--- src/lph_pkg.sv ---
`timescale 1ns / 1ps
// ----------------------------------------------------------------------------
// lph_pkg
// Shared types, codes and helpers of the linear probing hash table.
// ----------------------------------------------------------------------------
package lph_pkg;

    // table geometry defaults
    localparam int SLOTS_DEF = 64;
    localparam int KEY_BYTES = 8;

    // fnv-1a constants
    localparam logic [31:0] FNV_BASIS = 32'd2166136261;
    localparam logic [31:0] FNV_MULT  = 32'd16777619;

    // command codes
    localparam logic [1:0] CMD_INSERT = 2'd0;
    localparam logic [1:0] CMD_SEARCH = 2'd1;
    localparam logic [1:0] CMD_REMOVE = 2'd2;

    // status codes
    localparam logic [1:0] ST_OK       = 2'd0;
    localparam logic [1:0] ST_NOTFOUND = 2'd1;
    localparam logic [1:0] ST_FULL     = 2'd2;

    // one table entry as held in memory
    typedef struct packed {
        logic        used;
        logic [63:0] key;
        logic [15:0] handle;
    } t_slot;

    // keep the name bytes before the first zero byte, within KEY_BYTES bytes
    function automatic logic [63:0] name_of(input logic [63:0] key);
        logic [63:0] res;
        logic        stop;
        logic [7:0]  b;
        res  = '0;
        stop = 1'b0;
        for (int i = 0; i < 8; i++) begin
            b = key[8*i +: 8];
            if (!stop && (i < KEY_BYTES) && (b != 8'd0)) begin
                res[8*i +: 8] = b;
            end else begin
                stop = 1'b1;
            end
        end
        return res;
    endfunction

endpackage

--- src/lph_hash.sv ---
`timescale 1ns / 1ps
// ----------------------------------------------------------------------------
// lph_hash
// Iterative fnv-1a hash of a name, one multiply per byte, then the remainder
// by SLOTS: fold the upper half, reciprocal quotient, subtract.
// ----------------------------------------------------------------------------
module lph_hash
    import lph_pkg::*;
#(
    parameter int SLOTS = SLOTS_DEF
) (
    input  logic                     i_clk,
    input  logic                     i_rst_n,
    input  logic                     i_start,
    input  logic [63:0]              i_name,
    output logic                     o_done,
    output logic [$clog2(SLOTS)-1:0] o_slot
);
    localparam int IDX_W = $clog2(SLOTS);

    // folded value stays below 2^28, so a 29 + IDX_W bit shift is exact
    localparam int          SHIFT   = 29 + IDX_W;
    localparam logic [12:0] FOLD_C  = 13'((1 << 16) % SLOTS);
    localparam logic [63:0] RECIP_W = ((64'd1 << SHIFT) + 64'(SLOTS) - 64'd1) / 64'(SLOTS);
    localparam logic [30:0] RECIP   = RECIP_W[30:0];
    localparam logic [28:0] DIVISOR = 29'(SLOTS);

    localparam logic [2:0] PH_IDLE = 3'd0;
    localparam logic [2:0] PH_MULT = 3'd1;
    localparam logic [2:0] PH_FOLD = 3'd2;
    localparam logic [2:0] PH_QUOT = 3'd3;
    localparam logic [2:0] PH_REM  = 3'd4;

    logic [2:0]       r_phase;
    logic [31:0]      r_h;
    logic [63:0]      r_name;
    logic [3:0]       r_i;
    logic [28:0]      r_fold;
    logic [28:0]      r_quot;
    logic [IDX_W-1:0] r_rem;
    logic             r_done;

    logic [7:0]       cur_byte;
    logic [59:0]      quot_prod;

    // current byte and reciprocal product
    assign cur_byte  = r_name[8*r_i[2:0] +: 8];
    assign quot_prod = {31'd0, r_fold} * {29'd0, RECIP};

    // hash sequencer
    always_ff @(posedge i_clk) begin
        if (!i_rst_n) begin
            r_phase <= PH_IDLE;
            r_done  <= 1'b0;
        end else begin
            r_done <= 1'b0;
            unique case (r_phase)
                PH_IDLE: begin
                    if (i_start) begin
                        r_name  <= i_name;
                        r_h     <= FNV_BASIS;
                        r_i     <= 4'd0;
                        r_phase <= PH_MULT;
                    end
                end
                PH_MULT: begin
                    if (r_i[3] || cur_byte == 8'd0) begin
                        r_phase <= PH_FOLD;
                    end else begin
                        r_h <= 32'((r_h ^ {24'd0, cur_byte}) * FNV_MULT);
                        r_i <= r_i + 4'd1;
                    end
                end
                PH_FOLD: begin
                    r_fold  <= 29'(r_h[31:16]) * 29'(FOLD_C) + 29'(r_h[15:0]);
                    r_phase <= PH_QUOT;
                end
                PH_QUOT: begin
                    r_quot  <= 29'(quot_prod >> SHIFT);
                    r_phase <= PH_REM;
                end
                PH_REM: begin
                    r_rem   <= IDX_W'(r_fold - 29'(r_quot * DIVISOR));
                    r_done  <= 1'b1;
                    r_phase <= PH_IDLE;
                end
                default: r_phase <= PH_IDLE;
            endcase
        end
    end

    assign o_done = r_done;
    assign o_slot = r_rem;
endmodule

--- config.mk ---
export PLATFORM = sky130hd
export DESIGN_NAME = lph_hash
export DESIGN_NICKNAME = d
export VERILOG_FILES = /design/src/lph_pkg.sv /design/src/lph_hash.sv
export SDC_FILE = /design/constraint.sdc
export NUM_CORES = 1
export LEC_CHECK = 0
export ABC_AREA = 1
export BUFFER_PORTS_ARGS = -buffer_cell sky130_fd_sc_hd__clkbuf_2
export CORE_UTILIZATION = 45
export DETAILED_ROUTE_END_ITERATION = 7
export GPL_TIMING_DRIVEN = 0
export MAX_ROUTING_LAYER = met4
export PLACE_DENSITY_LB_ADDON = 0.12
export SYNTH_ARGS = -nofsm -noshare
export SYNTH_HDL_FRONTEND = slang
export SYNTH_SLANG_ARGS = --single-unit
--- constraint.sdc ---
create_clock -name i_clk -period 11.7 [get_ports i_clk]
set_input_delay 0.585 -clock i_clk [delete_from_list [all_inputs] [get_ports i_clk]]
set_output_delay 0.585 -clock i_clk [all_outputs]
set_load 0.02 [all_outputs]
==> results.sh, run 1 <==
export IMPL_status="complete, no violations"
export IMPL_slew_viol_final=0
export IMPL_post_route_min_period_ns=3.65
export IMPL_cp_end_kind="flip-flop"
export IMPL_cts_resized_gates=0
export IMPL_cp_start_kind="flip-flop"
export IMPL_cp_arrival_ns=3.78
export IMPL_grt_use_total_pct=17.4
export IMPL_drtIter0Drc=76
export IMPL_powerDensity_nw_per_um2=153
export IMPL_required_ns=11.82
export IMPL_die_w_um=95.4
export IMPL_ys_types=27
export IMPL_yosys_warnings=0
export IMPL_place_congestion=0.866
export IMPL_finalCritPeriodShare_pct=31.2
export IMPL_grt_setup_unrepaired="no"
export IMPL_worstMarginPinSlew_ns=1.09
export IMPL_cts_root_buf="clkbuf_8"
export IMPL_syn_nets=435
export IMPL_antenna_found_initial=0
export IMPL_vias=2609
export IMPL_grt_pass1_vias=2448
export IMPL_setup_viol=0
export IMPL_area_delta_synth_final_pct=18.1
export IMPL_clk_insertion_delay_late_ns=0.36
export IMPL_place_hpwl_mm=5.03
export IMPL_htreeDepth=3
export IMPL_design_area_um2=4630
export IMPL_vias_per_cell=4.70
export IMPL_die_area_um2=9100
export IMPL_fin_nets=520
export IMPL_fmax_ghz=0.274
export IMPL_rows=33
export IMPL_synthCells=360
export IMPL_crit_chain="buf_4 -> buf_2 -> o21ai_0 -> o21ai_0 -> o21ai_2 -> xor2_2 -> xor2_1 -> inv_1 -> ha_1 -> ha_1 -> fa_1 -> inv_1 -> nand2_1 -> nand2_1 -> inv_1 -> nand2_1 -> nand2_1 -> inv_1 -> nand2_1 -> nand2_1 -> nand3_1 -> nand2_1 -> nor2_1"
export IMPL_place_area_um2=4450
export IMPL_cts_num_sinks=90
export IMPL_core_area_um2=8340
export IMPL_antennaDiodeCount=0
export IMPL_drv_cap=0
export IMPL_synth_seq_area_share_pct=67.8
export IMPL_ios=74
export IMPL_drive_gt1_share_pct=22.4
export IMPL_hold_viol_final=0
export IMPL_preCtsSetupSlack_ns=8.03
export IMPL_tns_ns=0
export IMPL_overflow=0
export IMPL_crit_top_cell="nand2_1"
export IMPL_ctsHoldBuffers=0
export IMPL_r2r_setup_slack_ns=8.05
export IMPL_netlist_area_um2=3930
export IMPL_setup_slack_ns=8.05
export IMPL_leakagePower_nw=2.04
export IMPL_die_h_um=95.4
export IMPL_crit_slowest_cell="fa_1"
export IMPL_detailedRoute_firstPassIterationCount=4
export IMPL_post_cts_buffers=0
export IMPL_ys_seq_elements=90
export IMPL_crit_path_max_incr_delay_ns=0.39
export IMPL_finClkSkew_ns=0.00794
export IMPL_hold_path_class="in2reg"
export IMPL_slew_headroom_pct=26.6
export IMPL_crit_family="adder cells"
export IMPL_cp_max_fo=10
export IMPL_cts_buffers=9
export IMPL_clk_pin_slew_ns=0.09
export IMPL_initial_core_util_pct=47.1
export IMPL_synth_area_per_cell_um2=10.9
export IMPL_drc=0
export IMPL_wl_per_cell_um=12.4
export IMPL_hold_ws_ns=0.391
export IMPL_grt_pass1_wl_mm=11.1
export IMPL_crit_type="reg2reg"
export IMPL_grt_max_degree=39
export IMPL_wl_mm=6.90
export IMPL_crit_buf_inv=6
export IMPL_cts_buffer_depth=2
export IMPL_final_cell_mix="87 x nand2_1, 86 x edfxtp_1, 73 x clkbuf_2"
export IMPL_layout_commonest_cell="nand2_1"
export IMPL_ir_drop_v=0.0000693
export IMPL_drtAntennaViolNets=0
export IMPL_cts_tree="yes"
export IMPL_portBuffers=73
## per-layer routing
layer | wire, µm | vias up | global-route usage, % | share of wire [%]
li1 | - | 1353 | - | -
met1 | 3020 | 1172 | 21.3 | 44
met2 | 3410 | 73 | 27.9 | 49
met3 | 366 | 11 | 4.07 | 5.3
met4 | 106 | 0 | 7.09 | 1.5
met5 | 0 | - | - | 0
## state kept, by name, indices dropped and copies added, names as in the netlist
signal / flops
o_slot: 6
r_h: 6
r_fold: 6
r_i: 4
o_done: 1
r_name: 64
r_phase: 3
## synthesized netlist by cell type
cell type | instances | share of area [%]
clkinv_1 | 1 | 0.096
inv_1 | 54 | 5.2
xnor2_1 | 2 | 0.45
o21ai_2 | 1 | 0.22
edfxtp_1 | 86 | 66
nand3_1 | 37 | 4.7
buf_4 | 3 | 0.57
nand3b_1 | 1 | 0.19
nor2_1 | 38 | 3.6
o21ai_1 | 2 | 0.26
o211ai_1 | 2 | 0.38
buf_2 | 3 | 0.38
buf_6 | 2 | 0.57
nor4_1 | 3 | 0.48
inv_2 | 2 | 0.19
xor2_1 | 4 | 0.89
dfxtp_1 | 4 | 2.0
buf_1 | 1 | 0.096
nor3_1 | 4 | 0.51
ha_1 | 7 | 2.2
a21oi_1 | 4 | 0.51
o31ai_1 | 1 | 0.19
or2_2 | 1 | 0.16
fa_1 | 1 | 0.51
xor2_2 | 1 | 0.41
nand2_1 | 87 | 8.3
o21ai_0 | 8 | 1.0
## worst register-to-register path: stages, from the launching register on
cell and delay, ns:
edfxtp_1 0.36, buf_4 0.18, buf_2 0.24, o21ai_0 0.11
o21ai_0 0.23, o21ai_2 0.14, xor2_2 0.29, xor2_1 0.18
inv_1 0.06, ha_1 0.27, ha_1 0.21, fa_1 0.39
inv_1 0.07, nand2_1 0.05, nand2_1 0.09, inv_1 0.05
nand2_1 0.05, nand2_1 0.06, inv_1 0.06, nand2_1 0.05
nand2_1 0.09, nand3_1 0.08, nand2_1 0.06, nor2_1 0.04
## logic make-up (layout without fill, tap and decap cells)
logic type / after synthesis / count (layout) / synth area share, %
adder cells (fa/ha/maj): 8 / 8 / 2.74
flip-flops: 90 / 90 / 67.8
AO/OA/AOI/OAI: 18 / 18 / 2.58
XOR/XNOR: 7 / 7 / 1.75
AND/OR/NAND/NOR: 171 / 171 / 18.0
buffers and inverters: 66 / 156 / 7.08
## path summary, 6_finish.rpt
kind                            cells past startpoint                  from                    to
worst max-delay path                               23  r_i[1]$_SDFFCE_PN0P_  r_h[5]$_SDFFCE_PN0P_
worst max register to register                     23  r_i[1]$_SDFFCE_PN0P_  r_h[5]$_SDFFCE_PN0P_
worst min register to register                      0   r_fold[1]$_DFFE_PP_   o_slot[1]$_DFFE_PP_
worst min-delay path                                1            i_name[35]  r_name[35]$_DFFE_PP_
## metrics by stage
step | instances | power (mW) | utilization [%]
floorplan | 360 | 0.477 | -
global placement | 538 | 0.509 | 53.0
detailed placement | 539 | 0.513 | 53.3
CTS | 555 | 0.715 | 55.6
global route | 555 | 0.747 | 55.6
finish | 555 | 0.708 | 55.6
## final cells by class
cell class	instances	area (µm²)
buffer	9	63.8
clock buffer	10	128
clock inverter	6	57.6
fill	764	3710
inverter	57	214
multi-input combinational	204	992
sequential	90	2660
tap	105	131
timing repair buffer	74	385
## power breakdown
group          total [mW]  leakage (nW)  switching, mW  internal [mW]
Sequential          0.381         0.826        0.00692          0.374
Clock               0.203        0.0874          0.106         0.0970
Combinational       0.123          1.13         0.0752         0.0480
Total               0.708          2.04          0.188          0.519
(Power assumes the default switching activity.)
==> inputs of run 2 (changes only) <==
==> constraint.sdc (replaced) <==
create_clock -name i_clk -period 3.7 [get_ports i_clk]
set_input_delay 0.185 -clock i_clk [delete_from_list [all_inputs] [get_ports i_clk]]
set_output_delay 0.185 -clock i_clk [all_outputs]
set_load 0.02 [all_outputs]
==> run 2 against run 1 <==
Compared with the run above: clock skew increased by 0.0052 ns; largest power group unchanged; cell count increased by 11%; via count increased by 9.2%; highest routed layer unchanged; combinational power increased to 3.8 times the previous value; critical path depth increased by 1.
==> results.sh, run 2 (same netlist as run 1, synthesis figures left out) <==
export IMPL_status="complete, no violations"
export IMPL_multiInputGateArea_um2=1010
export IMPL_area_delta_synth_final_pct=35.0
export IMPL_drtAntennaViolNets=0
export IMPL_drive_gt1_share_pct=22.3
export IMPL_cp_start_kind="flip-flop"
export IMPL_n_fill_cell=678
export IMPL_seqCellArea_um2=2660
export IMPL_crit_slowest_cell="edfxtp_1"
export IMPL_grt_pass1_wl_mm=12.1
export IMPL_place_congestion=0.853
export IMPL_cts_buffers=9
export IMPL_hold_viol_final=0
export IMPL_antennaDiodeCount=0
export IMPL_grt_max_degree=39
export IMPL_largest_reg_flops=64
export IMPL_die_area_um2=9100
export IMPL_p_total_mw=2.38
export IMPL_portBuffers=73
export IMPL_finClkSkew_ns=0.0132
export IMPL_ios=74
export IMPL_cp_max_fo=5
export IMPL_clk_pin_slew_ns=0.09
export IMPL_crit_top_cell="nand2_1"
export IMPL_largest_register="r_name"
export IMPL_drtIter0Drc=103
export IMPL_finalCritPeriodShare_pct=95.4
export IMPL_cts_num_sinks=90
export IMPL_fmax_ghz=0.283
export IMPL_fin_util_pct=63.5
export IMPL_drv_cap=0
export IMPL_cp_end_kind="flip-flop"
export IMPL_crit_buf_inv=5
export IMPL_cp_arrival_ns=3.64
export IMPL_grt_pass1_vias=2643
export IMPL_place_area_um2=4450
export IMPL_drc=0
export IMPL_wl_mm=7.73
export IMPL_ir_drop_v=0.000215
export IMPL_initial_core_util_pct=47.1
export IMPL_htreeDepth=3
export IMPL_required_ns=3.81
export IMPL_leakagePower_nw=2.32
export IMPL_die_w_um=95.4
export IMPL_hold_ws_ns=0.00678
export IMPL_layout_commonest_cell="edfxtp_1"
export IMPL_crit_family="adder cells"
export IMPL_setup_slack_ns=0.169
export IMPL_antenna_found_initial=0
export IMPL_final_cell_mix="86 x edfxtp_1, 84 x nand2_1, 73 x clkbuf_2"
export IMPL_die_h_um=95.4
export IMPL_place_hpwl_mm=4.86
export IMPL_grt_use_total_pct=18.8
export IMPL_place_inst=539
export IMPL_crit_path_max_incr_delay_ns=0.49
export IMPL_setup_viol=0
export IMPL_overflow=0
export IMPL_clk_insertion_delay_late_ns=0.36
export IMPL_detailedRoute_firstPassIterationCount=4
export IMPL_worstMarginPinSlew_ns=1.08
export IMPL_crit_type="reg2reg"
export IMPL_tns_ns=0
export IMPL_hold_path_class="in2reg"
export IMPL_cts_tree="yes"
export IMPL_design_area_um2=5300
export IMPL_cts_buffer_depth=2
export IMPL_wl_per_cell_um=12.5
export IMPL_post_route_min_period_ns=3.53
export IMPL_vias=2849
export IMPL_slew_headroom_pct=27.4
export IMPL_rows=33
export IMPL_vias_per_cell=4.63
export IMPL_slew_viol_final=0
export IMPL_crit_chain="buf_6 -> nor2_2 -> nor2_1 -> o21ai_0 -> o21ai_1 -> o21ai_2 -> xor2_2 -> xor2_1 -> inv_1 -> ha_1 -> ha_2 -> fa_2 -> inv_1 -> nand2_1 -> nand2_2 -> inv_1 -> nand2_1 -> nand2_1 -> inv_1 -> nand2_1 -> nand2_2 -> nand3_1 -> nand2_1 -> nor2_1"
export IMPL_core_area_um2=8340
export IMPL_preCtsSetupSlack_ns=0.00558
export IMPL_cts_root_buf="clkbuf_8"
export IMPL_powerDensity_nw_per_um2=448
export IMPL_fin_cells=616
export IMPL_fin_nets=581
-- run 2: cell count changes in the layout (fill, tap and decap cells not counted), sizes merged --
cell and delta:
buf +6, bufinv +1, clkbuf -1, clkinv +1
clkinvlp -1, dlygate4sd3 +55
-- run 2: cell type report --
type / count / share of cell area, %
inverter: 57 / 4.04
buffer: 9 / 1.86
clock inverter: 7 / 1.58
multi-input combinational: 204 / 19.0
tap: 105 / 2.48
clock buffer: 9 / 2.34
sequential: 90 / 50.2
timing repair buffer: 135 / 18.5
-- run 2: power by group --
part | switching, mW | leakage [nW] | internal (mW)
logic | 0.256 | 1.40 | 0.208
clock network | 0.334 | 0.102 | 0.372
registers | 0.0230 | 0.826 | 1.18
-- run 2: routing by layer --
layer | vias to the layer above | share of wire, % | GRT usage [%]
li1 | 1476 | - | -
met1 | 1289 | 44 | 23.1
met2 | 73 | 50 | 30.8
met3 | 11 | 4.3 | 3.11
met4 | 0 | 1.4 | 7.96
met5 | - | 0 | -
-- run 2: final timing paths --
check / from / cells past startpoint / slack [ns] / to
setup reg to reg: r_i[0]$_SDFFCE_PN0P_ / 24 / 0.17 / r_h[5]$_SDFFCE_PN0P_
hold reg to reg: r_fold[2]$_DFFE_PP_ / 0 / 0.42 / o_slot[2]$_DFFE_PP_
hold / removal: i_name[56] / 1 / 0.007 / r_name[56]$_DFFE_PP_
setup / recovery: r_i[0]$_SDFFCE_PN0P_ / 24 / 0.17 / r_h[5]$_SDFFCE_PN0P_
-- run 2: what timing repair did --
item,in CTS,in global routing
setup buffers,0,5
hold endpoints to repair,48,7
pin swaps,0,4
setup endpoints to repair,1,1
hold buffers,48,7
gates resized for setup,1,20
cloned,0,1
