$ cat config.mk
export PLATFORM = sky130hd
export DESIGN_NAME = lph_ram
export DESIGN_NICKNAME = d
export VERILOG_FILES = /design/src/lph_ram.sv
export SDC_FILE = /design/constraint.sdc
export NUM_CORES = 1
export LEC_CHECK = 0
export BUFFER_PORTS_ARGS = -buffer_cell sky130_fd_sc_hd__buf_2
export CAP_MARGIN = 20
export CORE_UTILIZATION = 40
export CTS_CLUSTER_DIAMETER = 60
export CTS_CLUSTER_SIZE = 40
export DETAILED_ROUTE_END_ITERATION = 6
export HOLD_SLACK_MARGIN = 0.08
export PLACE_DENSITY = 0.55
export SETUP_SLACK_MARGIN = 0.15
export SLEW_MARGIN = 20
export SYNTH_ARGS = -nofsm -noshare
export SYNTH_HDL_FRONTEND = slang
export SYNTH_SLANG_ARGS = --single-unit
$ cat constraint.sdc
create_clock -name i_clk -period 2.3 [get_ports i_clk]
set_clock_uncertainty 0.1 [all_clocks]
set_input_delay 0 -clock i_clk [delete_from_list [all_inputs] [get_ports i_clk]]
set_output_delay 0 -clock i_clk [all_outputs]
set_load 0.02 [all_outputs]
$ cat src/lph_ram.sv
`timescale 1ns / 1ps
// ----------------------------------------------------------------------------
// lph_ram
// Generic simple dual port RAM, one write and one registered read per cycle.
// ----------------------------------------------------------------------------
module lph_ram #(
    parameter int WIDTH = 8,
    parameter int DEPTH = 16
) (
    input  logic                     i_clk,
    input  logic                     i_we,
    input  logic [$clog2(DEPTH)-1:0] i_waddr,
    input  logic [WIDTH-1:0]         i_wdata,
    input  logic [$clog2(DEPTH)-1:0] i_raddr,
    output logic [WIDTH-1:0]         o_rdata
);
    logic [WIDTH-1:0] r_mem [DEPTH];
    logic [WIDTH-1:0] r_rdata;

    // write port and registered read port
    always_ff @(posedge i_clk) begin
        if (i_we) begin
            r_mem[i_waddr] <= i_wdata;
        end
        r_rdata <= r_mem[i_raddr];
    end

    assign o_rdata = r_rdata;
endmodule

==> impl_metrics.json, run 1 <==
{
  "status": "completed",
  "tns_ns": 0,
  "grtUsageTotal": 0.1667,
  "cp_max_fo": 8,
  "hold_viol": 0,
  "yosysSeqAreaShare": 0.7778,
  "synthTopCellsByCount": "edfxtp_1, mux4_2, a22oi_1",
  "wire_per_inst_um": 20.71,
  "crit_path_end_kind": "flop",
  "drc_errors": 0,
  "core-area_um2": 12570,
  "grt_start_max_net_pins": 33,
  "drt_pass1_iterations": 4,
  "synth_top_area_frac": 0.7467,
  "yosys.cell_types.count": 19,
  "tightestPinTransition_ns": 0.8036,
  "switching_share": 0.1902,
  "cts_setup_buffers": 0,
  "max_cap_viol_count": 0,
  "dpl.hpwl_um": 6261,
  "ys_seq_elements": 136,
  "grt_pass1_wl_um": 15080,
  "final_layout_size_suffix_gt1_frac": 0.3049,
  "r2r-end": "o_rdata[1]$_DFF_P_",
  "cp.required_ns": 2.24,
  "crit_type": "input port to flop",
  "setup_violations": 0,
  "synthTopCellsByArea": "edfxtp_1, mux4_2, mux4_1",
  "leakagePower_uw": 0.002162,
  "p_sw_uw": 1119,
  "whs_path_depth": 3,
  "yosys_warnings": 0,
  "min-delay-path-class": "input port to flop",
  "clock-root-buffer": "clkbuf_16",
  "drt_iter0_drc": 193,
  "gr-total-overflow": 0,
  "rsz0062_at_grt": "false",
  "pwr-share-seq": 0.474,
  "avgViaCountPerCell": 5.025,
  "clkPwrFrac": 0.477,
  "pwr-share-comb": 0.049,
  "period_share": 0.7111,
  "ios": 26,
  "die_x_um": 115.4,
  "fmax_ghz": 0.6114,
  "yosys.area.top_type": "edfxtp_1",
  "htreeDepth": 4,
  "worst_ep_arrival_time_ns": 1.57,
  "die_area_um2": 13330,
  "p_int_uw": 4765,
  "syn2layout_area_growth_pct": 22.36,
  "peakVddDrop_uv": 546.9,
  "clock_latency_ns": 0.41,
  "async_flop_share": 0,
  "routabilityCongestion": 0.7650,
  "fin_nets": 310,
  "num_rows": 41,
  "finish.instance_area_um2": 6299,
  "synth_most_common_cell": "edfxtp_1",
  "synth_area_um2": 5147,
  "min_from": "i_waddr[2]",
  "drt-total-wl_um": 9881,
  "slew_headroom": 0.4623,
  "ant_nets": 0,
  "clock-sinks": 136,
  "synth.avg_cell_area_um2": 22.48,
  "final_max_slew_viol_count": 0,
  "numCtsBuffers": 17,
  "placed_cell_area_um2": 5562,
  "synth_cells": 229,
  "antenna_found_initial": 0,
  "portBuffers": 25,
  "dieHeight_um": 115.4,
  "synth-main-ff-cell": "edfxtp_1",
  "powerDensity_nw_per_um2": 934.1,
  "period_needed_ns": 1.636,
  "grt_pass1_vias": 2501,
  "diodes": 0,
  "critPathLaunchType": "input port",
  "clockBufferDepth": 2,
  "synth-edff-count": 128,
  "min_to": "r_mem[7][3]$_DFFE_PP_",
  "reg2reg_from": "r_mem[1][1]$_DFFE_PP_",
  "floorplan.initialDensity": 0.4096,
  "clk_pin_slew_ns": 0.05,
  "syn_nets": 247,
  "rr_worst_depth": 3,
  "cts_tree": "built",
  "dr_total_vias": 2397,
  "reg2reg_slack_ns": 0.75
}
==> layout make-up <==
class	count	area (um^2)
Clock inverter	8	115.1
Timing Repair Buffer	54	395.4
Fill cell	1027	6270
Sequential cell	136	4004
Tap cell	172	215.2
Clock buffer	24	511.7
Multi-Input combinational cell	83	1057
==> repair_timing <==
item / 4_1_cts / 5_1_grt
resized for setup: 0 / 0
endpoints found under the hold margin: 155 / 0
hold buffers: 11 / 0
==> cells by family after synthesis <==
family / count (synthesis) / synth area share
flops: 136 / 0.7778
simple gates: 35 / 0.03184
mux: 32 / 0.1502
compound gates: 16 / 0.02334
buf+inv: 10 / 0.01677
==> worst max-delay path, cell delays in order <==
cell and delay [ns]:
dlygate4sd3_1 0.53, buf_2 0.16, nand2b_1 0.22, nor2_1 0.66
==> routing by layer <==
layer	share of wire	vias up	track usage	wire, um
li1	-	1099	-	-
met1	0.47	1223	0.2331	4623
met2	0.47	64	0.2479	4606
met3	0.054	11	0.05073	529
met4	0.012	0	0.06147	122
met5	0	-	0	0
==> placed cells by master (no fill, tap or decap), types with 2 or more instances in the layout <==
| cell type | synthesis | final |
|---|---|---|
| nor2_1 | 13 | 13 |
| buf_4 | 1 | 16 |
| dlygate4sd3_1 | 0 | 11 |
| nor3_1 | 4 | 4 |
| nand3b_1 | 2 | 2 |
| nand2_1 | 9 | 9 |
| edfxtp_1 | 128 | 128 |
| buf_2 | 3 | 25 |
| mux4_1 | 14 | 14 |
| a22oi_1 | 16 | 16 |
| clkinv_2 | 0 | 5 |
| dfxtp_1 | 8 | 8 |
| nand2b_1 | 2 | 2 |
| bufinv_16 | 0 | 3 |
| mux4_2 | 18 | 18 |
| clkbuf_8 | 0 | 6 |
| buf_12 | 0 | 2 |
| clkbuf_16 | 0 | 17 |
==> flip-flops by register name, indices dropped and copies added (netlist names) <==
name,cells
o_rdata,8
r_mem,128
==> stage by stage <==
step	util	total power [uW]	hold WS, ns	std cells	worst slack (ns)
2_1_floorplan	-	2995	-0.001131	229	0.7071
3_3_place_gp	0.4425	3115	0.2907	434	0.5479
3_5_place_dp	0.4425	3120	0.2993	434	0.5211
4_1_cts	0.5011	5930	0.08292	477	0.6585
5_1_grt	0.5011	6056	0.1062	477	0.5860
6_report	0.5011	5883	0.08825	477	0.6644
==> power groups by stage <==
stage                     sequential (uW)  combinational, uW  clock [uW]
final                                2790                288        2810
after global routing                 2790                314        2950
after CTS                            2790                295        2850
after detailed placement             2840                281           0
after global placement               2840                278           0
after floorplan                      2850                141           0
==> worst max path at each step <==
stage	from	slack (ns)	cells after the start	end
after floorplan	i_waddr[2]	0.71	2	r_mem[0][0]$_DFFE_PP_
after global placement	i_waddr[2]	0.55	3	r_mem[3][4]$_DFFE_PP_
after detailed placement	i_waddr[2]	0.52	3	r_mem[2][6]$_DFFE_PP_
after CTS	i_waddr[0]	0.66	4	r_mem[2][0]$_DFFE_PP_
after global routing	i_waddr[0]	0.59	4	r_mem[2][0]$_DFFE_PP_
final	i_waddr[0]	0.66	4	r_mem[2][0]$_DFFE_PP_
(Power assumes the default switching activity.)
==> run 2, diff against run 1 <==
==> constraint.sdc (replaced) <==
create_clock -name i_clk -period 1.7 [get_ports i_clk]
set_clock_uncertainty 0.1 [all_clocks]
set_input_delay 0 -clock i_clk [delete_from_list [all_inputs] [get_ports i_clk]]
set_output_delay 0 -clock i_clk [all_outputs]
set_load 0.02 [all_outputs]
==> impl_metrics.json, run 2 (synthesized netlist as in run 1, its figures left out) <==
{
  "clockBufferDepth": 2,
  "tns_ns": 0,
  "cts_setup_buffers": 0,
  "powerDensity_nw_per_um2": 1225,
  "drc_errors": 0,
  "worst_ep_arrival_time_ns": 1.68,
  "portBuffers": 25,
  "min_to": "o_rdata[0]$_DFF_P_",
  "cts_resized": 0,
  "period_share": 0.8780,
  "final_max_slew_viol_count": 0,
  "leakagePower_uw": 0.002177,
  "min_from": "i_raddr[1]",
  "largest_register_ffs": 128,
  "grt_start_max_net_pins": 20,
  "grtUsageTotal": 0.1652,
  "die_area_um2": 13330,
  "slew_headroom": 0.5549,
  "reg2reg_slack_ns": 0.24,
  "rr_worst_depth": 3,
  "syn2layout_area_growth_pct": 22.99,
  "diodes": 0,
  "whs_path_depth": 4,
  "dp_slack_ns": 0.2296,
  "status": "completed",
  "max_cap_viol_count": 0,
  "clock-root-buffer": "clkbuf_16",
  "wire_per_inst_um": 20.66,
  "largest-register": "r_mem",
  "peakVddDrop_uv": 551.3,
  "reg2reg_from": "r_mem[5][0]$_DFFE_PP_",
  "num_rows": 41,
  "drt-total-wl_um": 9977,
  "fmax_ghz": 0.6700,
  "gr-total-overflow": 0,
  "ant_nets": 0,
  "antenna_found_initial": 0,
  "period_needed_ns": 1.493,
  "routabilityCongestion": 0.7095,
  "cts_tree": "built",
  "avgViaCountPerCell": 5.006,
  "crit_path_end_kind": "flop",
  "layout_common_cells": "edfxtp_1, buf_2, mux4_2, buf_4, clkbuf_16",
  "final_layout_size_suffix_gt1_frac": 0.3055,
  "grt_pass1_vias": 2506,
  "final_common_cell": "edfxtp_1",
  "fin_ws_ns": 0.2074,
  "ios": 26,
  "setup_violations": 0,
  "crit_type": "input port to flop",
  "dpl.hpwl_um": 6527,
  "hold_viol": 0,
  "r2r-end": "o_rdata[0]$_DFF_P_",
  "fin_nets": 316,
  "drt_iter0_drc": 142,
  "cp_max_fo": 4,
  "die_x_um": 115.4,
  "tightestPinTransition_ns": 0.6652,
  "clock_latency_ns": 0.41,
  "drt_pass1_iterations": 4,
  "dieHeight_um": 115.4,
  "critPathLaunchType": "input port",
  "core-area_um2": 12570,
  "cp.required_ns": 1.89,
  "htreeDepth": 4,
  "rsz0062_at_grt": "false",
  "clock-sinks": 136,
  "clk_pin_slew_ns": 0.05,
  "numCtsBuffers": 17,
  "min-delay-path-class": "input port to flop",
  "floorplan.initialDensity": 0.4096,
  "dr_total_vias": 2418,
  "grt_pass1_wl_um": 15060
}
[run 2: cell count changes in the layout (fill, tap and decap cells not counted), sizes merged]
cell,previous run,this run
buf,43,47
clkbuf,24,20
clkinv,5,9
dlygate4sd3,11,13
[run 2: per-layer routing]
metal	vias up	global-route usage	part of all wire
li1	1110	-	-
met5	-	0	0
met4	0	0.09610	0.028
met3	17	0.04289	0.043
met1	1223	0.2124	0.44
met2	68	0.2555	0.48
[run 2: how the worst max path moves through the flow]
stage	from	end	slack, ns	cells past startpoint
3_3_place_gp	i_raddr[0]	o_rdata[6]$_DFF_P_	0.24	5
6_report	i_raddr[3]	o_rdata[5]$_DFF_P_	0.21	6
4_1_cts	i_raddr[3]	o_rdata[5]$_DFF_P_	0.22	6
3_5_place_dp	i_raddr[0]	o_rdata[1]$_DFF_P_	0.23	5
2_1_floorplan	i_waddr[2]	r_mem[3][0]$_DFFE_PP_	0.33	2
5_1_grt	i_raddr[3]	o_rdata[5]$_DFF_P_	0.16	6
[run 2: power by group]
part | switching, uW | total [uW] | internal, uW
sequential | 21.2 | 3770 | 3750
combinational | 223 | 404 | 180
clock | 1270 | 3580 | 2310
total | 1510 | 7750 | 6240
[run 2: cell type report]
cell class	instances	area (um^2)
clock inverter	12	132.6
tap	172	215.2
timing repair buffer	60	470.5
multi-input combinational	83	1062
fill	1023	6237
sequential	136	4004
clock buffer	20	446.7
[run 2: critical path, cell delays in order]
cell and delay (ns):
dlygate4sd3_1 0.54, buf_2 0.14, nor2b_1 0.16, dlygate4sd3_1 0.60, a22oi_1 0.18, nand2_1 0.06
[run 2: metrics by stage]
| stage | power [uW] | instances | utilization | instance area [um^2] | hold slack, ns |
|---|---|---|---|---|---|
| after floorplan | 4053 | 229 | - | 5152 | -0.001131 |
| after global placement | 4217 | 438 | 0.4473 | 5622 | 0.2860 |
| after detailed placement | 4229 | 438 | 0.4473 | 5622 | 0.3035 |
| after CTS | 7839 | 483 | 0.5037 | 6331 | 0.09073 |
| after global routing | 7995 | 483 | 0.5037 | 6331 | 0.1274 |
| final | 7754 | 483 | 0.5037 | 6331 | 0.09502 |
[run 2: what timing repair did]
| action | in CTS | in global routing |
|---|---|---|
| hold buffers | 13 | 0 |
| setup endpoints to repair | 0 | 0 |
| hold endpoints to repair | 164 | 0 |
==> run 3, diff against run 2 <==
==> constraint.sdc (replaced) <==
create_clock -name i_clk -period 1.4 [get_ports i_clk]
set_clock_uncertainty 0.1 [all_clocks]
set_input_delay 0 -clock i_clk [delete_from_list [all_inputs] [get_ports i_clk]]
set_output_delay 0 -clock i_clk [all_outputs]
set_load 0.02 [all_outputs]
==> impl_metrics.json, run 3 (synthesized netlist as in run 1, its figures left out) <==
{
  "diodes": 0,
  "period_share": 0.9951,
  "tightestPinTransition_ns": 0.9316,
  "crit_type": "flop to flop",
  "syn2layout_area_growth_pct": 24.11,
  "setup_violations": 0,
  "utilization": 0.5083,
  "hold_viol": 0,
  "grt_pass1_vias": 2543,
  "crit_buf_inv": 0,
  "hold_slack_ns": 0.1043,
  "clock-sinks": 136,
  "crit_path_end_kind": "flop",
  "clk_pin_slew_ns": 0.06,
  "slew_headroom": 0.3766,
  "grt_pass1_wl_um": 15260,
  "drt_iter0_drc": 226,
  "max_stage_delay_ns": 0.50,
  "tns_ns": 0,
  "peakVddDrop_uv": 801.1,
  "leakagePower_uw": 0.002151,
  "worst_ep_arrival_time_ns": 1.57,
  "clock_latency_ns": 0.40,
  "drt-total-wl_um": 10090,
  "min_to": "r_mem[0][2]$_DFFE_PP_",
  "core-area_um2": 12570,
  "cts_tree": "built",
  "ant_nets": 0,
  "powerDensity_nw_per_um2": 1511,
  "final_max_slew_viol_count": 0,
  "die_x_um": 115.4,
  "antenna_found_initial": 0,
  "numCtsBuffers": 17,
  "status": "completed",
  "min-delay-path-class": "input port to flop",
  "cp_max_fo": 1,
  "fin_nets": 318,
  "max_cap_viol_count": 0,
  "grtUsageTotal": 0.1693,
  "fmax_ghz": 0.7178,
  "layout_common_cells": "edfxtp_1, mux4_2, buf_2",
  "path_cells": "mux4_2, a22oi_2, nand2_2",
  "critPathLaunchType": "flop",
  "num_rows": 41,
  "r2r-end": "o_rdata[2]$_DFF_P_",
  "floorplan.initialDensity": 0.4096,
  "min_from": "i_waddr[0]",
  "largest-register": "r_mem",
  "dr_total_vias": 2403,
  "cts_setup_buffers": 0,
  "final_common_cell": "edfxtp_1",
  "drt_pass1_iterations": 4,
  "dpl.hpwl_um": 6561,
  "clockBufferDepth": 2,
  "clock-root-buffer": "clkbuf_16",
  "rsz0062_at_grt": "true",
  "avgViaCountPerCell": 4.955,
  "routabilityCongestion": 0.8064,
  "whs_path_depth": 3,
  "reg2reg_from": "r_mem[3][2]$_DFFE_PP_",
  "htreeDepth": 4,
  "final_layout_size_suffix_gt1_frac": 0.4089,
  "rr_worst_depth": 3,
  "die_area_um2": 13330,
  "dieHeight_um": 115.4,
  "finalPower_uw": 9653,
  "ios": 26,
  "cp_slowest_cell": "mux4_2",
  "grt_start_max_net_pins": 17,
  "largest_register_ffs": 128,
  "period_needed_ns": 1.393,
  "portBuffers": 25,
  "finish.instance_area_um2": 6389,
  "path_delay_family": "multiplexers",
  "reg2reg_slack_ns": 0.007,
  "placed_cell_area_um2": 5672,
  "cp.required_ns": 1.58,
  "gr-total-overflow": 0,
  "wire_per_inst_um": 20.81,
  "drc_errors": 0
}
-- run 3: changes by cell type in the layout (fill, tap and decap cells not counted), sizes merged --
cell,previous run,this run
buf,47,54
clkbuf,20,18
clkinvlp,0,2
bufinv,3,4
dlygate4sd3,13,8
inv,0,1
clkinv,9,7
-- run 3: worst max-delay path by stage --
stage                                        to             startpoint  cells past startpoint  slack (ns)
final                        o_rdata[2]$_DFF_P_  r_mem[3][2]$_DFFE_PP_                      3       0.007
after global routing         o_rdata[5]$_DFF_P_  r_mem[3][5]$_DFFE_PP_                      3       -0.05
after CTS                    o_rdata[2]$_DFF_P_  r_mem[6][2]$_DFFE_PP_                      3       -0.02
after detailed placement     o_rdata[2]$_DFF_P_             i_raddr[0]                      6       -0.27
after global placement       o_rdata[2]$_DFF_P_             i_raddr[0]                      6       -0.24
after floorplan           r_mem[3][0]$_DFFE_PP_             i_waddr[2]                      2        0.03
-- run 3: worst reg2reg max path, stage by stage, from the launching register on --
cell and delay [ns]:
edfxtp_1 0.35, mux4_2 0.50, a22oi_2 0.22, nand2_2 0.10
-- run 3: metal layers --
layer,global-route usage,wire [um]
met1,0.2212,4427
met2,0.2723,5062
met3,0.04916,520
met4,0.05974,83
met5,0,0
-- run 3: timing repair --
| action | in CTS | in global routing |
|---|---|---|
| hold endpoints to repair | 128 | 0 |
| hold buffers | 8 | 0 |
| pin swaps | 3 | 4 |
| resized for setup | 9 | 4 |
| cloned | 0 | 0 |
| setup endpoints to repair | 8 | 8 |
-- run 3: through the flow --
step | instances | setup slack, ns
4_1_cts | 485 | -0.01651
3_5_place_dp | 445 | -0.2664
6_report | 485 | 0.006881
3_3_place_gp | 445 | -0.2366
2_1_floorplan | 229 | 0.03385
5_1_grt | 485 | -0.05471
-- run 3: where the power goes --
| group | internal [uW] | switching [uW] |
|---|---|---|
| combinational | 235 | 291 |
| clock | 2960 | 1590 |
| sequential | 4550 | 25.3 |
| total | 7750 | 1910 |
-- run 3: layout make-up --
cell class | instances | area (um^2)
Fill cell | 1008 | 6180
Sequential cell | 136 | 4004
Multi-Input combinational cell | 83 | 1062
Timing Repair Buffer | 62 | 498.0
Clock buffer | 18 | 429.2
Tap cell | 172 | 215.2
Clock inverter | 14 | 180.2
